[config.mk]
export PLATFORM = sky130hd
export DESIGN_NAME = sh3r_band1_lane
export DESIGN_NICKNAME = d
export VERILOG_FILES = /design/src/design/sh3r_pkg.sv /design/src/design/sh3r_band1_lane.sv
export SDC_FILE = /design/constraint.sdc
export NUM_CORES = 2
export LEC_CHECK = 0
export BUFFER_PORTS_ARGS = -buffer_cell sky130_fd_sc_hd__buf_2
export CAP_MARGIN = 20
export CORE_UTILIZATION = 50
export CTS_CLUSTER_DIAMETER = 50
export CTS_CLUSTER_SIZE = 20
export DETAILED_ROUTE_END_ITERATION = 12
export PLACE_DENSITY = 0.66
export SYNTH_ARGS = -nofsm -noshare
export SYNTH_HDL_FRONTEND = slang
export SYNTH_SLANG_ARGS = --single-unit
[constraint.sdc]
create_clock -name clk -period 12.4 [get_ports clk]
set_clock_uncertainty 0.15 [all_clocks]
set_input_delay 0.62 -clock clk [delete_from_list [all_inputs] [get_ports clk]]
set_output_delay 0.62 -clock clk [all_outputs]
set_load 0.02 [all_outputs]
[src/design/sh3r_pkg.sv]
// Shared types, constants and fixed-point helpers for the order-3 SH rotator.
`timescale 1ns / 1ps

package sh3r_pkg;

  // Field widths and fixed-point formats.
  localparam int COEFF_WIDTH   = 32;
  localparam int MATRIX_WIDTH  = 16;
  localparam int MATRIX_FRAC   = MATRIX_WIDTH - 2;
  localparam int CONST_FRAC    = 24;
  localparam int CONST_WIDTH   = 26;
  localparam int CFG_WIDTH     = 3 * MATRIX_WIDTH;
  localparam int CFG_IDX_WIDTH = 2;
  localparam int NUM_COLS      = 5;

  // Internal datapath widths, sized from the worst-case magnitudes.
  localparam int S_WIDTH   = COEFF_WIDTH + 3;
  localparam int P_WIDTH   = MATRIX_WIDTH + 1;
  localparam int KK_WIDTH  = MATRIX_WIDTH + 4;
  localparam int SX_WIDTH  = S_WIDTH + 3;
  localparam int T_WIDTH   = COEFF_WIDTH + 10;
  localparam int D_WIDTH   = T_WIDTH + 3;
  localparam int RND_WIDTH = 96;

  typedef logic signed [COEFF_WIDTH-1:0] coef_t;
  typedef logic signed [MATRIX_WIDTH-1:0] mat_t;
  typedef logic signed [P_WIDTH-1:0]     p_t;
  typedef logic signed [KK_WIDTH-1:0]    kk_t;
  typedef logic signed [S_WIDTH-1:0]     s_t;
  typedef logic signed [SX_WIDTH-1:0]    sx_t;
  typedef logic signed [T_WIDTH-1:0]     t_t;
  typedef logic signed [D_WIDTH-1:0]     d_t;
  typedef logic signed [RND_WIDTH-1:0]   wide_t;
  typedef logic signed [CONST_WIDTH-1:0] const_t;
  typedef logic [CFG_WIDTH-1:0]          cfg_t;

  // Configuration register indexes.
  typedef enum logic [CFG_IDX_WIDTH-1:0] {
    REG_ROW0,
    REG_ROW1,
    REG_ROW2
  } reg_idx_t;

  // Scale constants with 24 fraction bits: sqrt(3) and sqrt(3)/2.
  // The factor 1/2 on the last result is a rounded shift by one.
  localparam const_t K_SQRT3      = const_t'(29058991);
  localparam const_t K_SQRT3_HALF = const_t'(14529495);

  // -1/3 and -2/3 in matrix format, rounded to nearest.
  localparam kk_t K1 = kk_t'(-(((1 << MATRIX_FRAC) + 1) / 3));
  localparam kk_t K2 = kk_t'(-(((1 << (MATRIX_FRAC + 1)) + 1) / 3));

  // Identity matrix rows after reset.
  localparam cfg_t ROW0_RESET = cfg_t'(1) << MATRIX_FRAC;
  localparam cfg_t ROW1_RESET = cfg_t'(1) << (MATRIX_FRAC + MATRIX_WIDTH);
  localparam cfg_t ROW2_RESET = cfg_t'(1) << (MATRIX_FRAC + 2 * MATRIX_WIDTH);

  // Coefficient range limits.
  localparam wide_t COEF_MAX = (wide_t'(1) <<< (COEFF_WIDTH - 1)) - wide_t'(1);
  localparam wide_t COEF_MIN = -COEF_MAX - wide_t'(1);

  // One input item.
  typedef struct packed {
    coef_t sh_in_8;
    coef_t sh_in_7;
    coef_t sh_in_6;
    coef_t sh_in_5;
    coef_t sh_in_4;
    coef_t sh_in_3;
    coef_t sh_in_2;
    coef_t sh_in_1;
    coef_t sh_in_0;
  } in_t;

  // One result item.
  typedef struct packed {
    coef_t sh_out_8;
    coef_t sh_out_7;
    coef_t sh_out_6;
    coef_t sh_out_5;
    coef_t sh_out_4;
    coef_t sh_out_3;
    coef_t sh_out_2;
    coef_t sh_out_1;
    coef_t sh_out_0;
  } out_t;

  // Contributions of one band-2 column lane to the five band-2 sums.
  typedef struct packed {
    t_t term_4;
    t_t term_3;
    t_t term_2;
    t_t term_1;
    t_t term_0;
  } lane_t;

  // Finished band-0 and band-1 results waiting for band 2.
  typedef struct packed {
    coef_t out_3;
    coef_t out_2;
    coef_t out_1;
    coef_t out_0;
  } early_t;

  // Arithmetic right shift by sh, rounding half away from zero.
  function automatic wide_t round_shr(wide_t p, int sh);
    wide_t half;
    half = wide_t'(1) <<< (sh - 1);
    if (p[RND_WIDTH-1]) begin
      half = half - wide_t'(1);
    end
    return (p + half) >>> sh;
  endfunction

  // Clamp to the signed coefficient range.
  function automatic coef_t sat_coef(wide_t v);
    coef_t r;
    if (v > COEF_MAX) begin
      r = coef_t'(COEF_MAX);
    end else if (v < COEF_MIN) begin
      r = coef_t'(COEF_MIN);
    end else begin
      r = coef_t'(v);
    end
    return r;
  endfunction

endpackage

[src/design/sh3r_band1_lane.sv]
// One row of the band-1 matrix-vector product, rounded and saturated.
`timescale 1ns / 1ps

module sh3r_band1_lane (
  input  logic            clk,
  input  logic            negate,
  input  sh3r_pkg::coef_t x_a,
  input  sh3r_pkg::coef_t x_b,
  input  sh3r_pkg::coef_t x_c,
  input  sh3r_pkg::mat_t  m_a,
  input  sh3r_pkg::mat_t  m_b,
  input  sh3r_pkg::mat_t  m_c,
  output sh3r_pkg::coef_t res
);
  import sh3r_pkg::*;

  localparam int PROD_WIDTH = COEFF_WIDTH + MATRIX_WIDTH;

  logic signed [PROD_WIDTH-1:0] pa_r, pb_r, pc_r;
  wide_t sum;
  coef_t res_r, res_nxt;

  // Rescale each product, combine as a - b + c, then flip the sign if asked.
  always_comb begin
    sum = round_shr(wide_t'(pa_r), MATRIX_FRAC)
        - round_shr(wide_t'(pb_r), MATRIX_FRAC)
        + round_shr(wide_t'(pc_r), MATRIX_FRAC);
    if (negate) begin
      sum = -sum;
    end
    res_nxt = sat_coef(sum);
  end

  // Products in the first stage, the rounded sum in the second.
  always_ff @(posedge clk) begin
    pa_r  <= x_a * m_a;
    pb_r  <= x_b * m_b;
    pc_r  <= x_c * m_c;
    res_r <= res_nxt;
  end

  assign res = res_r;

endmodule

* Word-level counts from Yosys, hierarchy flattened
Cells that the tools add are included.
Storage, ports and cells: word-level logic and storage cells 20, flip-flop bits (word level) 176, output and inout bits 32, input bits 146
Operators by class: $lt $le $gt $ge 2, multiplexer cells 5, multiply operators 3, add/subtract/negate cells 6
Operators with widths (count):
- $add A48 B15 Y49 | 3
- $mul A32 B16 Y48 | 3
- $gt A96 B32 Y1 const B | 1
- $lt A96 B32 Y1 const B | 1
- $mux W96 | 1
- $neg A37 Y96 | 1
- $mux W14 | 3
- $add A36 B35 Y37 | 1
- $sub A35 B35 Y36 | 1
- $mux W32 | 1

* Logic depth before layout (Yosys ltp)
word-level depth 8, gate-level depth with buffers 36, depth with buffers taken out 32

* Least setup slack after synthesis
OpenSTA, ideal clock, no wires.
path kind reg2reg, start register pc_r[47], end register res_r[2] (netlist: res[2]), period minus slack after synthesis 8.114 ns, arrival time 7.834 ns, buffers on the path 4, setup time 0.130 ns, required time 12.120 ns, setup slack 4.286 ns, cell stages (with the launch flop) 36, cell sequence dfxtp_1 > ha_1 > a31o_2 > a21o_1 > a21o_1 > a21o_1 > a21o_1 > a21o_1 > a21oi_1 > o221ai_1 > and2_1 > clkbuf_1 > and3_1 > and2_1 > nor2b_1 > and3_1 > xor2_1 > fa_1 > ha_1 > clkbuf_1 > a21oi_1 > o21ai_0 > or3_1 > nor3_1 > a311oi_1 > nor4_1 > or4b_1 > or4_1 > clkbuf_2 > o41a_1 > xnor2_2 > a211oi_2 > a21boi_1 > a211o_1 > buf_6 > o31ai_1
Between the ends: word-level cells in the longest chain between the ends 7, elaborated cells on any way between the ends 8, classes of those cells add/sub (3); order compare (2); mux (3)
Ends and longest elaborated chain:
- start: declaration | line sh3r_band1_lane.sv:19 | logic signed [PROD_WIDTH-1:0] pa_r, pb_r, pc_r;
- start signal: assignment | line sh3r_band1_lane.sv:38 | pc_r <= x_c * m_c;
- $mux W14 | line sh3r_pkg.sv:109 | if (p[RND_WIDTH-1]) begin
- $add A48 B15 Y49 * | line sh3r_pkg.sv:112 | return (p + half) >>> sh;
- $add A36 B35 Y37 * | line sh3r_band1_lane.sv:27 | + round_shr(wide_t'(pc_r), MATRIX_FRAC);
- $neg A37 Y96 | line sh3r_band1_lane.sv:29 | sum = -sum;
- $mux W96 * | line sh3r_band1_lane.sv:28 | if (negate) begin
- $lt A96 B32 Y1 | line sh3r_pkg.sv:120 | end else if (v < COEF_MIN) begin
- $mux W32 | line sh3r_pkg.sv:120
- end signal: assignment | line sh3r_band1_lane.sv:39 | res_r <= res_nxt;
- end: declaration | line sh3r_band1_lane.sv:21 | coef_t res_r, res_nxt;
Mark *: on every way between the ends. The rest lies on a longest branch, timed or not. A chain may end at the register's enable or synchronous reset.

* Worst setup path after layout
start register pc_r[47], end register res_r[20] (netlist: res[20])
The elaborated chain is that of the path after synthesis.

==> flow_metrics.py <==
metrics = {
    "sta": {
        "period_share": 0.787,
        "hold_violations": 0,
        "fmax_mhz": 102,
        "maxSlewHeadroom": 0.289,
        "finalCriticalPeriod_ns": 9.76,
        "rsz0062_at_grt": "no",
        "tightest_slew_ns": 1.07,
        "setup_viol": 0,
        "fin_setup_tns_ns": 0,
        "slew_violations": 0,
    },
    "die": {
        "fp-row-count": 129,
        "die_h_um": 356,
        "die_area_um2": 127000,
        "num_io_pins": 178,
        "initial_core_util": 0.505,
        "dieWidth_um": 356,
        "core_um2": 124000,
    },
    "run_status": {
        "status": "finished, violations left",
        "violations": "design-rule violations",
    },
    "hold_path": {
        "hold_class": "input port to flip-flop",
        "min_path_cells": 2,
        "min_from": "x_c[0]",
        "min_to": "pc_r[0]",
    },
    "finish": {
        "drive_gt1_frac": 0.0350,
        "sequential_cell_area_um2": 3520,
        "multi_input_area_um2": 51800,
        "syn2layout_area_growth_pct": 3.98,
        "n_fill_cell": 11700,
        "nets": 8988,
        "postLayoutCellArea_um2": 65000,
        "final_cells": 8582,
    },
    "worst_setup_path": {
        "end_kind": "flip-flop",
        "crit_arrival_ns": 9.89,
        "critical_path.top_delay_family": "compound AO/OA/AOI/OAI gates",
        "r2r_end": "res[20]",
        "cp_common_cell": "a21o_1",
        "r2r_cells": 31,
        "critPathSlowestCell": "a211o_1",
        "start_kind": "flip-flop",
        "required_ns": 12.53,
        "path_buf_inv": 0,
        "cpPeakStageDelay_ns": 0.82,
        "cp_max_fo": 31,
        "crit_type": "flip-flop to flip-flop",
        "r2r_slack_ns": 2.64,
        "rr_startpoint": "pc_r[47]",
    },
    "yosys": {
        "synth_cell_types": 82,
        "synth.largest_area_cell": "fa_1",
        "synth_most_common_cell": "inv_1",
        "synthFlopType": "dfxtp_1",
        "netlist_area_um2": 62500,
        "synth_top_cell_area_share": 0.478,
        "synth_area_leaders": "fa_1 48%, inv_1 9.9%, ha_1 8.4%",
        "async_flop_share": 0,
        "seq_area_frac_synth": 0.0563,
        "ys_ff_latch": 176,
        "synth_common_cells": "1,642 x inv_1, 1,493 x fa_1, 1,059 x nand2_1",
        "syn_area_per_cell_um2": 8.92,
        "synth_edf_count": 0,
        "synthCells": 7011,
        "synth_warnings": 0,
        "syn_nets": 9069,
    },
    "run": {
        "maxCapViolations": 0,
    },
    "placed_design": {
        "hpwl_um": 128000,
        "io_buffers": 177,
        "post_dp_cell_area_um2": 64400,
        "gp_routability_congestion": 0.876,
        "dp.cells": 8547,
    },
    "clock_network": {
        "cts_buffers": 17,
        "clk_path_buf_depth": 2,
        "cts_setup_buffers": 0,
        "hold_buffers": 0,
        "postCtsResizedCells": 0,
        "cts.sinks": 176,
        "clockRootBuffer": "clkbuf_16",
        "worst_skew_pair.late_latency_ns": 0.46,
        "cts_tree": "yes",
        "h-tree-depth": 4,
        "clk_pin_slew_worst_paths_ns": 0.07,
    },
    "route": {
        "dr_wl_met2_um": 78100,
        "vias": 46000,
        "wire_per_inst_um": 18.7,
        "routed-wl-met3_um": 10200,
        "dr.pass1.iters": 10,
        "drt_iter0_drc": 2955,
        "top_layer_used": "met5",
        "met1Wirelength_um": 68400,
        "detail_route.vias_per_cell": 5.36,
        "drc": 51,
        "totalWireLength_um": 160000,
        "drtAntennaViolNets": 0,
    },
    "grt": {
        "antenna_found_initial": 3,
        "grt_pass1_wl_um": 267000,
        "grtUsageTotal": 0.267,
        "grt_overflow": 0,
        "grt_pass1_vias": 50100,
        "grt_max_degree": 44,
    },
}
final cells by class:
cell class,instances,area share
antenna,2,0.0000770
clock buffer,18,0.00675
clock inverter,14,0.00227
inverter,1642,0.0948
multi-input combinational,4912,0.796
sequential,176,0.0542
tap,1637,0.0315
timing repair buffer,181,0.0144
how the worst max path moves through the flow:
stage,startpoint,to,slack [ns],cells after the start
final,pc_r[47],res[20],2.64,31
after global placement,pc_r[47],res[19],2.83,32
after CTS,pc_r[47],res[20],2.66,31
after global routing,pc_r[47],res[20],1.92,32
after floorplan,pc_r[47],res[2],4.29,35
after detailed placement,pc_r[47],res[20],2.72,31
placed cells by master (no fill, tap or decap), types with 10 or more instances in the layout:
cell type	synthesis	layout
inv_1	1642	1642
fa_1	1493	1493
nand2_1	1059	1059
and2_1	531	531
ha_1	419	419
xnor2_1	208	208
a21oi_1	179	179
buf_2	2	177
dfxtp_1	176	176
nor2_1	144	144
nand2b_1	118	118
a21o_1	97	97
xor2_1	93	93
o21ai_0	92	92
nand3_1	75	75
o31ai_1	40	40
and3_1	35	35
nor3_1	33	33
nor2b_1	29	29
nand4_1	29	29
o21bai_1	26	26
o21a_1	24	24
clkbuf_16	0	17
o211ai_1	13	13
or3_1	13	13
a31oi_1	12	12
a211oi_1	11	11
a211o_1	11	11
nor4_1	10	10
cell families (layout without fill, tap and decap cells):
group                    Yosys count  in the layout  share of synthesized area
AND/OR/NAND/NOR                 2113           2113                      0.162
multiplexers                       2              2                   0.000340
XOR/XNOR                         302            302                     0.0424
buffers and inverters           1923           1855                      0.116
flip-flops                       176            176                     0.0563
other                              0              2                          0
adder cells (fa/ha/maj)         1912           1912                      0.562
AO/OA/AOI/OAI                    583            583                     0.0611
routing by layer:
metal	track usage	up-vias
met4	0.0653	2
met1	0.366	23600
li1	-	20500
met2	0.451	1577
met3	0.0334	251
met5	0	-
state kept, by name (all words and copies together), names as in the netlist:
name and flops:
pa_r 48, pb_r 48, pc_r 48, res 32
through the flow:
step,hold slack [ns],utilization,setup WS (ns)
3_5_place_dp,0.914,0.520,2.72
5_1_grt,0.476,0.525,1.92
6_report,0.468,0.525,2.64
4_1_cts,0.451,0.524,2.66
3_3_place_gp,0.927,0.520,2.83
2_1_floorplan,0.592,-,4.29
worst register-to-register path: cells and delay by family, from the launching register on:
kind / cells / cell delay (ns)
AO/OA/AOI/OAI: 16 / 4.00
AND/OR/NAND/NOR: 10 / 3.27
adder cells (fa/ha/maj): 3 / 1.19
flip-flops: 1 / 0.65
XOR/XNOR: 2 / 0.32
Power is not shown: default switching activity piles up to over one toggle a cycle in this logic, so the estimate is an artifact.
