## src/design/sh3r_pkg.sv

```systemverilog
// Shared types, constants and fixed-point helpers for the order-3 SH rotator.
`timescale 1ns / 1ps

package sh3r_pkg;

  // Field widths and fixed-point formats.
  localparam int COEFF_WIDTH   = 32;
  localparam int MATRIX_WIDTH  = 16;
  localparam int MATRIX_FRAC   = MATRIX_WIDTH - 2;
  localparam int CONST_FRAC    = 24;
  localparam int CONST_WIDTH   = 26;
  localparam int CFG_WIDTH     = 3 * MATRIX_WIDTH;
  localparam int CFG_IDX_WIDTH = 2;
  localparam int NUM_COLS      = 5;

  // Internal datapath widths, sized from the worst-case magnitudes.
  localparam int S_WIDTH   = COEFF_WIDTH + 3;
  localparam int P_WIDTH   = MATRIX_WIDTH + 1;
  localparam int KK_WIDTH  = MATRIX_WIDTH + 4;
  localparam int SX_WIDTH  = S_WIDTH + 3;
  localparam int T_WIDTH   = COEFF_WIDTH + 10;
  localparam int D_WIDTH   = T_WIDTH + 3;
  localparam int RND_WIDTH = 96;

  typedef logic signed [COEFF_WIDTH-1:0] coef_t;
  typedef logic signed [MATRIX_WIDTH-1:0] mat_t;
  typedef logic signed [P_WIDTH-1:0]     p_t;
  typedef logic signed [KK_WIDTH-1:0]    kk_t;
  typedef logic signed [S_WIDTH-1:0]     s_t;
  typedef logic signed [SX_WIDTH-1:0]    sx_t;
  typedef logic signed [T_WIDTH-1:0]     t_t;
  typedef logic signed [D_WIDTH-1:0]     d_t;
  typedef logic signed [RND_WIDTH-1:0]   wide_t;
  typedef logic signed [CONST_WIDTH-1:0] const_t;
  typedef logic [CFG_WIDTH-1:0]          cfg_t;

  // Configuration register indexes.
  typedef enum logic [CFG_IDX_WIDTH-1:0] {
    REG_ROW0,
    REG_ROW1,
    REG_ROW2
  } reg_idx_t;

  // Scale constants with 24 fraction bits: sqrt(3) and sqrt(3)/2.
  // The factor 1/2 on the last result is a rounded shift by one.
  localparam const_t K_SQRT3      = const_t'(29058991);
  localparam const_t K_SQRT3_HALF = const_t'(14529495);

  // -1/3 and -2/3 in matrix format, rounded to nearest.
  localparam kk_t K1 = kk_t'(-(((1 << MATRIX_FRAC) + 1) / 3));
  localparam kk_t K2 = kk_t'(-(((1 << (MATRIX_FRAC + 1)) + 1) / 3));

  // Identity matrix rows after reset.
  localparam cfg_t ROW0_RESET = cfg_t'(1) << MATRIX_FRAC;
  localparam cfg_t ROW1_RESET = cfg_t'(1) << (MATRIX_FRAC + MATRIX_WIDTH);
  localparam cfg_t ROW2_RESET = cfg_t'(1) << (MATRIX_FRAC + 2 * MATRIX_WIDTH);

  // Coefficient range limits.
  localparam wide_t COEF_MAX = (wide_t'(1) <<< (COEFF_WIDTH - 1)) - wide_t'(1);
  localparam wide_t COEF_MIN = -COEF_MAX - wide_t'(1);

  // One input item.
  typedef struct packed {
    coef_t sh_in_8;
    coef_t sh_in_7;
    coef_t sh_in_6;
    coef_t sh_in_5;
    coef_t sh_in_4;
    coef_t sh_in_3;
    coef_t sh_in_2;
    coef_t sh_in_1;
    coef_t sh_in_0;
  } in_t;

  // One result item.
  typedef struct packed {
    coef_t sh_out_8;
    coef_t sh_out_7;
    coef_t sh_out_6;
    coef_t sh_out_5;
    coef_t sh_out_4;
    coef_t sh_out_3;
    coef_t sh_out_2;
    coef_t sh_out_1;
    coef_t sh_out_0;
  } out_t;

  // Contributions of one band-2 column lane to the five band-2 sums.
  typedef struct packed {
    t_t term_4;
    t_t term_3;
    t_t term_2;
    t_t term_1;
    t_t term_0;
  } lane_t;

  // Finished band-0 and band-1 results waiting for band 2.
  typedef struct packed {
    coef_t out_3;
    coef_t out_2;
    coef_t out_1;
    coef_t out_0;
  } early_t;

  // Arithmetic right shift by sh, rounding half away from zero.
  function automatic wide_t round_shr(wide_t p, int sh);
    wide_t half;
    half = wide_t'(1) <<< (sh - 1);
    if (p[RND_WIDTH-1]) begin
      half = half - wide_t'(1);
    end
    return (p + half) >>> sh;
  endfunction

  // Clamp to the signed coefficient range.
  function automatic coef_t sat_coef(wide_t v);
    coef_t r;
    if (v > COEF_MAX) begin
      r = coef_t'(COEF_MAX);
    end else if (v < COEF_MIN) begin
      r = coef_t'(COEF_MIN);
    end else begin
      r = coef_t'(v);
    end
    return r;
  endfunction

endpackage

```

## src/design/sh3r_merge.sv

```systemverilog
// Merges the column lanes into band-2 results and registers the full result item.
`timescale 1ns / 1ps

module sh3r_merge (
  input  logic                                    clk,
  input  sh3r_pkg::lane_t [sh3r_pkg::NUM_COLS-1:0] lanes,
  input  sh3r_pkg::early_t                        early,
  output sh3r_pkg::out_t                          res
);
  import sh3r_pkg::*;

  localparam int P6_WIDTH = D_WIDTH + CONST_WIDTH;

  d_t d0_nxt, d1_nxt, d2_nxt, d3_nxt, d4_nxt;
  d_t d0_r, d1_r, d2_r, d3_r, d4_r;
  logic signed [P6_WIDTH-1:0] prod6_r;
  d_t d0_d_r, n1_r, n3_r, r8_r, r8_nxt;
  out_t res_r, res_nxt;

  // Sum the lane contributions term by term.
  always_comb begin
    d0_nxt = '0;
    d1_nxt = '0;
    d2_nxt = '0;
    d3_nxt = '0;
    d4_nxt = '0;
    for (int j = 0; j < NUM_COLS; j++) begin
      d0_nxt = d0_nxt + d_t'(lanes[j].term_0);
      d1_nxt = d1_nxt + d_t'(lanes[j].term_1);
      d2_nxt = d2_nxt + d_t'(lanes[j].term_2);
      d3_nxt = d3_nxt + d_t'(lanes[j].term_3);
      d4_nxt = d4_nxt + d_t'(lanes[j].term_4);
    end
  end

  // Halving of the last sum, rounded away from zero.
  assign r8_nxt = d_t'(round_shr(wide_t'(d4_r), 1));

  // Final scaling and saturation of the band-2 results; bands 0 and 1 pass through.
  always_comb begin
    res_nxt.sh_out_0 = early.out_0;
    res_nxt.sh_out_1 = early.out_1;
    res_nxt.sh_out_2 = early.out_2;
    res_nxt.sh_out_3 = early.out_3;
    res_nxt.sh_out_4 = sat_coef(wide_t'(d0_d_r));
    res_nxt.sh_out_5 = sat_coef(wide_t'(n1_r));
    res_nxt.sh_out_6 = sat_coef(round_shr(wide_t'(prod6_r), CONST_FRAC));
    res_nxt.sh_out_7 = sat_coef(wide_t'(n3_r));
    res_nxt.sh_out_8 = sat_coef(wide_t'(r8_r));
  end

  // Sum stage, scale stage, output stage.
  always_ff @(posedge clk) begin
    d0_r    <= d0_nxt;
    d1_r    <= d1_nxt;
    d2_r    <= d2_nxt;
    d3_r    <= d3_nxt;
    d4_r    <= d4_nxt;
    prod6_r <= d2_r * K_SQRT3_HALF;
    d0_d_r  <= d0_r;
    n1_r    <= -d1_r;
    n3_r    <= -d3_r;
    r8_r    <= r8_nxt;
    res_r   <= res_nxt;
  end

  assign res = res_r;

endmodule

```

## config.mk

```make
export PLATFORM = sky130hd
export DESIGN_NAME = sh3r_merge
export DESIGN_NICKNAME = d
export VERILOG_FILES = /design/src/design/sh3r_pkg.sv /design/src/design/sh3r_merge.sv
export SDC_FILE = /design/constraint.sdc
export NUM_CORES = 2
export LEC_CHECK = 0
export ABC_AREA = 1
export BUFFER_PORTS_ARGS = -buffer_cell sky130_fd_sc_hd__buf_2
export CAP_MARGIN = 20
export CORE_AREA = 2 2 579 581
export CTS_BUF_LIST = sky130_fd_sc_hd__clkbuf_8
export DETAILED_ROUTE_END_ITERATION = 6
export DIE_AREA = 0 0 581 583
export RECOVER_POWER = 100
export SYNTH_ARGS = -nofsm -noshare
export SYNTH_HDL_FRONTEND = slang
export SYNTH_SLANG_ARGS = --single-unit
```

## constraint.sdc

```tcl
create_clock -name clk -period 8.8 [get_ports clk]
set_input_delay 0.44 -clock clk [delete_from_list [all_inputs] [get_ports clk]]
set_output_delay 0.44 -clock clk [all_outputs]
set_load 0.05 [all_outputs]
```

======== Word level (Yosys, flattened, before mapping) ========
Cells that the tools add are included.
Widths: inputs -> output; s select.
word-level totals
  ROM bits ................................ 0
  register bits after elaboration ......... 763
  latch bits .............................. 0
  output and inout port bits .............. 288
  memories ................................ 0
  bits in writable memories ............... 0
operators by class
  $lt $le $gt $ge ......................... 10
  muxes and demuxes ....................... 7
  add/subtract/negate cells ............... 24
  equal/unequal tests ..................... 0
  divide/modulo/power cells ............... 0
  reduce and logical (&&, ||, !) cells .... 0
  bitwise logic cells ..................... 0
  shift operators ......................... 0
  multiply operators ...................... 1
operator list
  cell                    count
  $add 44x42->45          5
  $add 45x42->45          5
  $add 43x42->44          5
  $add 42x42->43          5
  $gt 45x32->1 const B    4
  $lt 45x32->1 const B    4
  $mux 32                 5
  $neg 45->45             2
  $add 70x25->71          1
  $mul 45x25->70 const B  1
  $gt 47x32->1 const B    1
  $lt 47x32->1 const B    1
  $add 45x2->46           1
  $mux 24                 1
  $mux 1                  1

======== Depth between registers and ports, before layout ========
  depth after elaboration ................. 4
  mapped depth ............................ 30

======== Least setup slack after synthesis ========
OpenSTA, ideal clock, no wires.
  kind .................................... reg-to-reg
  from .................................... reg d2_r[44]
  to ...................................... reg prod6_r[59]
  cell stages (with the launch flop) ...... 26
  period minus slack after synthesis ...... 6.796 ns
  setup time .............................. 0.113 ns
  arrival time ............................ 6.683 ns
  path buffers ............................ 1
  setup slack ............................. 2.004 ns
  cells stage by stage .................... dfxtp_1 -> buf_1 -> inv_1 -> fa_1 -> inv_1 -> ha_1 -> inv_1 -> fa_1 -> inv_1 -> fa_1 -> fa_1 -> fa_1 -> inv_1 -> fa_1 -> inv_1 -> ha_1 -> nand2_1 -> nor2_1 -> inv_1 -> nor2_1 -> inv_1 -> nor2_1 -> nand3_1 -> or2_2 -> nand4_1 -> nand2_1
on the way
  longest elaborated chain between the ends .. 1
RTL lines
  what                      line              RTL
  start: declaration        sh3r_merge.sv:15  d_t d0_r, d1_r, d2_r, d3_r, d4_r;
  start signal: assignment  sh3r_merge.sv:56  d2_r <= d2_nxt;
  $mul 45x25->70            sh3r_merge.sv:59  prod6_r <= d2_r * K_SQRT3_HALF;
  end signal: assignment    sh3r_merge.sv:59
  end: declaration          sh3r_merge.sv:16  logic signed [P6_WIDTH-1:0] prod6_r;
No other way between the ends.
A chain may end at the register's enable or synchronous reset.

======== Final worst setup path ========
  from .................................... reg d2_r[43]
  to ...................................... reg prod6_r[69] (netlist name)
on the way
  longest elaborated chain between the ends .. 1
RTL lines
  what            line
  $mul 45x25->70  sh3r_merge.sv:59
No other way between the ends.

==> flow_metrics.py <==
metrics = {
    "status": {
        "status": "complete, but fails checks",
        "violations": "capacitance limit, slew limit",
    },
    "timing": {
        "rsz0062_at_grt": "no",
        "setup-tns-final_ps": 0,
        "fin_skew_ps": 58.26,
        "hold_viol": 0,
        "fmax_mhz": 137.1,
        "setup_viol": 0,
        "slew_headroom_pct": -1.959,
        "tightest_slew_ps": 1529,
        "fin_crit_ps": 7293,
        "fin_crit_sh_pct": 82.88,
        "drv_slew": 32,
    },
    "yosys": {
        "synthArstFlopShare_pct": 0,
        "synth.distinct_cells": 59,
        "synth_area_um2": 73980,
        "synth_warnings": 0,
        "synth.yosys.seq_area_share_pct": 20.65,
        "ys_seq_elements": 763,
        "syn_nets": 11100,
        "netlist_instances": 8052,
        "synth_flop_cell": "dfxtp_1",
        "syn_avg_cell_area_um2": 9.188,
        "synth-edff-count": 0,
    },
    "routing": {
        "totalWireLength_um": 348300,
        "drc_errors": 0,
        "vias": 61490,
        "dr.pass1.iters": 5,
        "initialDrtViolationCount": 4285,
        "viasPerCell": 4.277,
        "wl_per_cell_um": 24.23,
        "ant_nets": 0,
    },
    "setup_path": {
        "critical_path_arrival_ps": 8050,
        "cp-end-kind": "flip-flop",
        "worstPathRequired_ps": 9550,
        "critPathLaunchType": "flip-flop",
        "cpPeakStageDelay_ps": 630,
        "cpMostUsedCell": "inv_1",
        "reg2regPathDepth": 25,
        "crit_fanout": 8,
        "critical_path_class": "reg2reg",
        "critPathSlowestCell": "ha_1",
    },
    "cts": {
        "clock_latency_ps": 960,
        "cts_setup_buffers": 0,
        "ctsResizeCount": 0,
        "hold_buffers": 190,
        "cts_max_path_buffers": 4,
        "cts_buffers": 156,
        "cts_tree": "done",
        "root_buffer": "clkbuf_8",
        "clk_pin_slew_worst_paths_ps": 70,
        "cts.sinks": 763,
        "h-tree-depth": 4,
    },
    "place": {
        "io_buffers": 1466,
        "place_congestion": 1.007,
        "hpwl_um": 316600,
    },
    "global_route": {
        "gr-total-overflow": 0,
        "grt_pass1_wl_um": 477400,
        "antenna_found_initial": 104,
        "grt_start_max_net_pins": 36,
        "grt_pass1_vias": 64520,
        "grt_usage_pct": 20.11,
    },
    "final_layout": {
        "nets": 12880,
        "layout-drive-gt1-share_pct": 14.34,
        "final_common_cell": "inv_1",
        "area_delta_synth_final_pct": 23.57,
        "final_cell_mix": "inv_1 (1,805), fa_1 (1,303), buf_2 (1,138)",
    },
    "floorplan": {
        "core_area_um2": 332400,
        "die_area_um2": 338700,
        "num_rows": 212,
        "start_util_pct": 22.26,
        "die_w_um": 581,
        "ios": 1467,
        "die_h_um": 583,
    },
    "min_path": {
        "hold_path.class": "in2reg",
        "whs_path_depth": 4,
    },
    "flow_run": {
        "max_cap_viol_count": 1,
    },
}
worst max-delay path: cells and delay by family (launching register included):
family                   cells  cell delay (ps)
adder cells (fa/ha/maj)      8             4040
AND/OR/NAND/NOR              7             1430
buffers and inverters        8              860
flip-flops                   1              570
XOR/XNOR                     2              230
sequential cells by signal, indices dropped and copies added (netlist names):
signal / cells
d3_r: 45
r8_r: 45
d0_r: 45
prod6_r: 70
d1_r: 45
n3_r: 45
d2_r: 45
d4_r: 45
d0_d_r: 45
n1_r: 45
res: 288
cells in the mapped netlist, types with 8 or more instances:
master | number | area share, %
dfxtp_1 | 763 | 21
nor2_1 | 578 | 2.9
nand3b_1 | 8 | 0.081
a21o_1 | 40 | 0.41
nor3_2 | 11 | 0.15
o21ai_0 | 312 | 2.1
nor4_1 | 52 | 0.44
fa_1 | 1303 | 35
nand4_1 | 87 | 0.74
clkbuf_1 | 41 | 0.21
xor2_1 | 297 | 3.5
ha_1 | 567 | 9.6
nand3_1 | 195 | 1.3
or2_2 | 10 | 0.085
o211ai_1 | 23 | 0.23
nor3_1 | 74 | 0.50
o31ai_1 | 9 | 0.091
a21oi_1 | 420 | 2.8
inv_1 | 1780 | 9.0
and3_1 | 8 | 0.068
xnor2_1 | 138 | 1.6
o21a_1 | 19 | 0.19
o21bai_1 | 31 | 0.31
a21boi_0 | 13 | 0.13
nand2_1 | 1069 | 5.4
a31oi_1 | 89 | 0.75
nand3_2 | 8 | 0.11
nor2_2 | 19 | 0.16
kinds of logic after synthesis:
family	count (synthesis)	synth area share, %
buffers and inverters	1834	9.351
xor gates and xnor gates	435	5.150
AOI/OAI and AO/OA	999	7.541
DFF	763	20.65
adders and majority gates	1870	44.85
and+or+nand+nor	2151	12.46
per-stage QoR:
stage	area [um2]	hold WS, ps	utilization, %	cells	setup slack, ps
2_1_floorplan	73980	309.6	-	8052	2004
5_1_grt	91370	61.06	27.49	14360	1204
3_5_place_dp	86710	312.1	26.09	13870	1591
6_report	91420	139.5	27.50	14380	1507
3_3_place_gp	86710	309.7	26.09	13870	1593
4_1_cts	92000	0.6809	27.68	14330	1574
final timing paths:
check / startpoint / to / slack, ps
min: lanes[851] / d0_r[12] / 140
min reg2reg: d0_r[19] / d0_d_r[19] / 290
max reg2reg: d2_r[43] / prod6_r[69] / 1510
max: d2_r[43] / prod6_r[69] / 1510
metal layers:
layer  wire (um)  part of all wire [%]  up-vias  track usage (%)
met3       32180                   9.2      420            6.331
met1      156400                    45    30140            27.48
met2      142900                    41     2358            29.18
met5         138                 0.040        -                0
met4       16640                   4.8       20            8.109
li1            -                     -    28550                -
cell type report:
type	count	area, um2
tap	4387	5489
fill	36120	240900
clock buffer	185	2546
sequential	763	15280
inverter	1786	6704
antenna	47	117.6
timing repair buffer	1667	8894
clock inverter	85	838.3
multi-input combinational	5455	51550
Power is left out: the tool's default activity adds up to more than one toggle a clock period on the data nets, which glitch-free logic cannot reach.
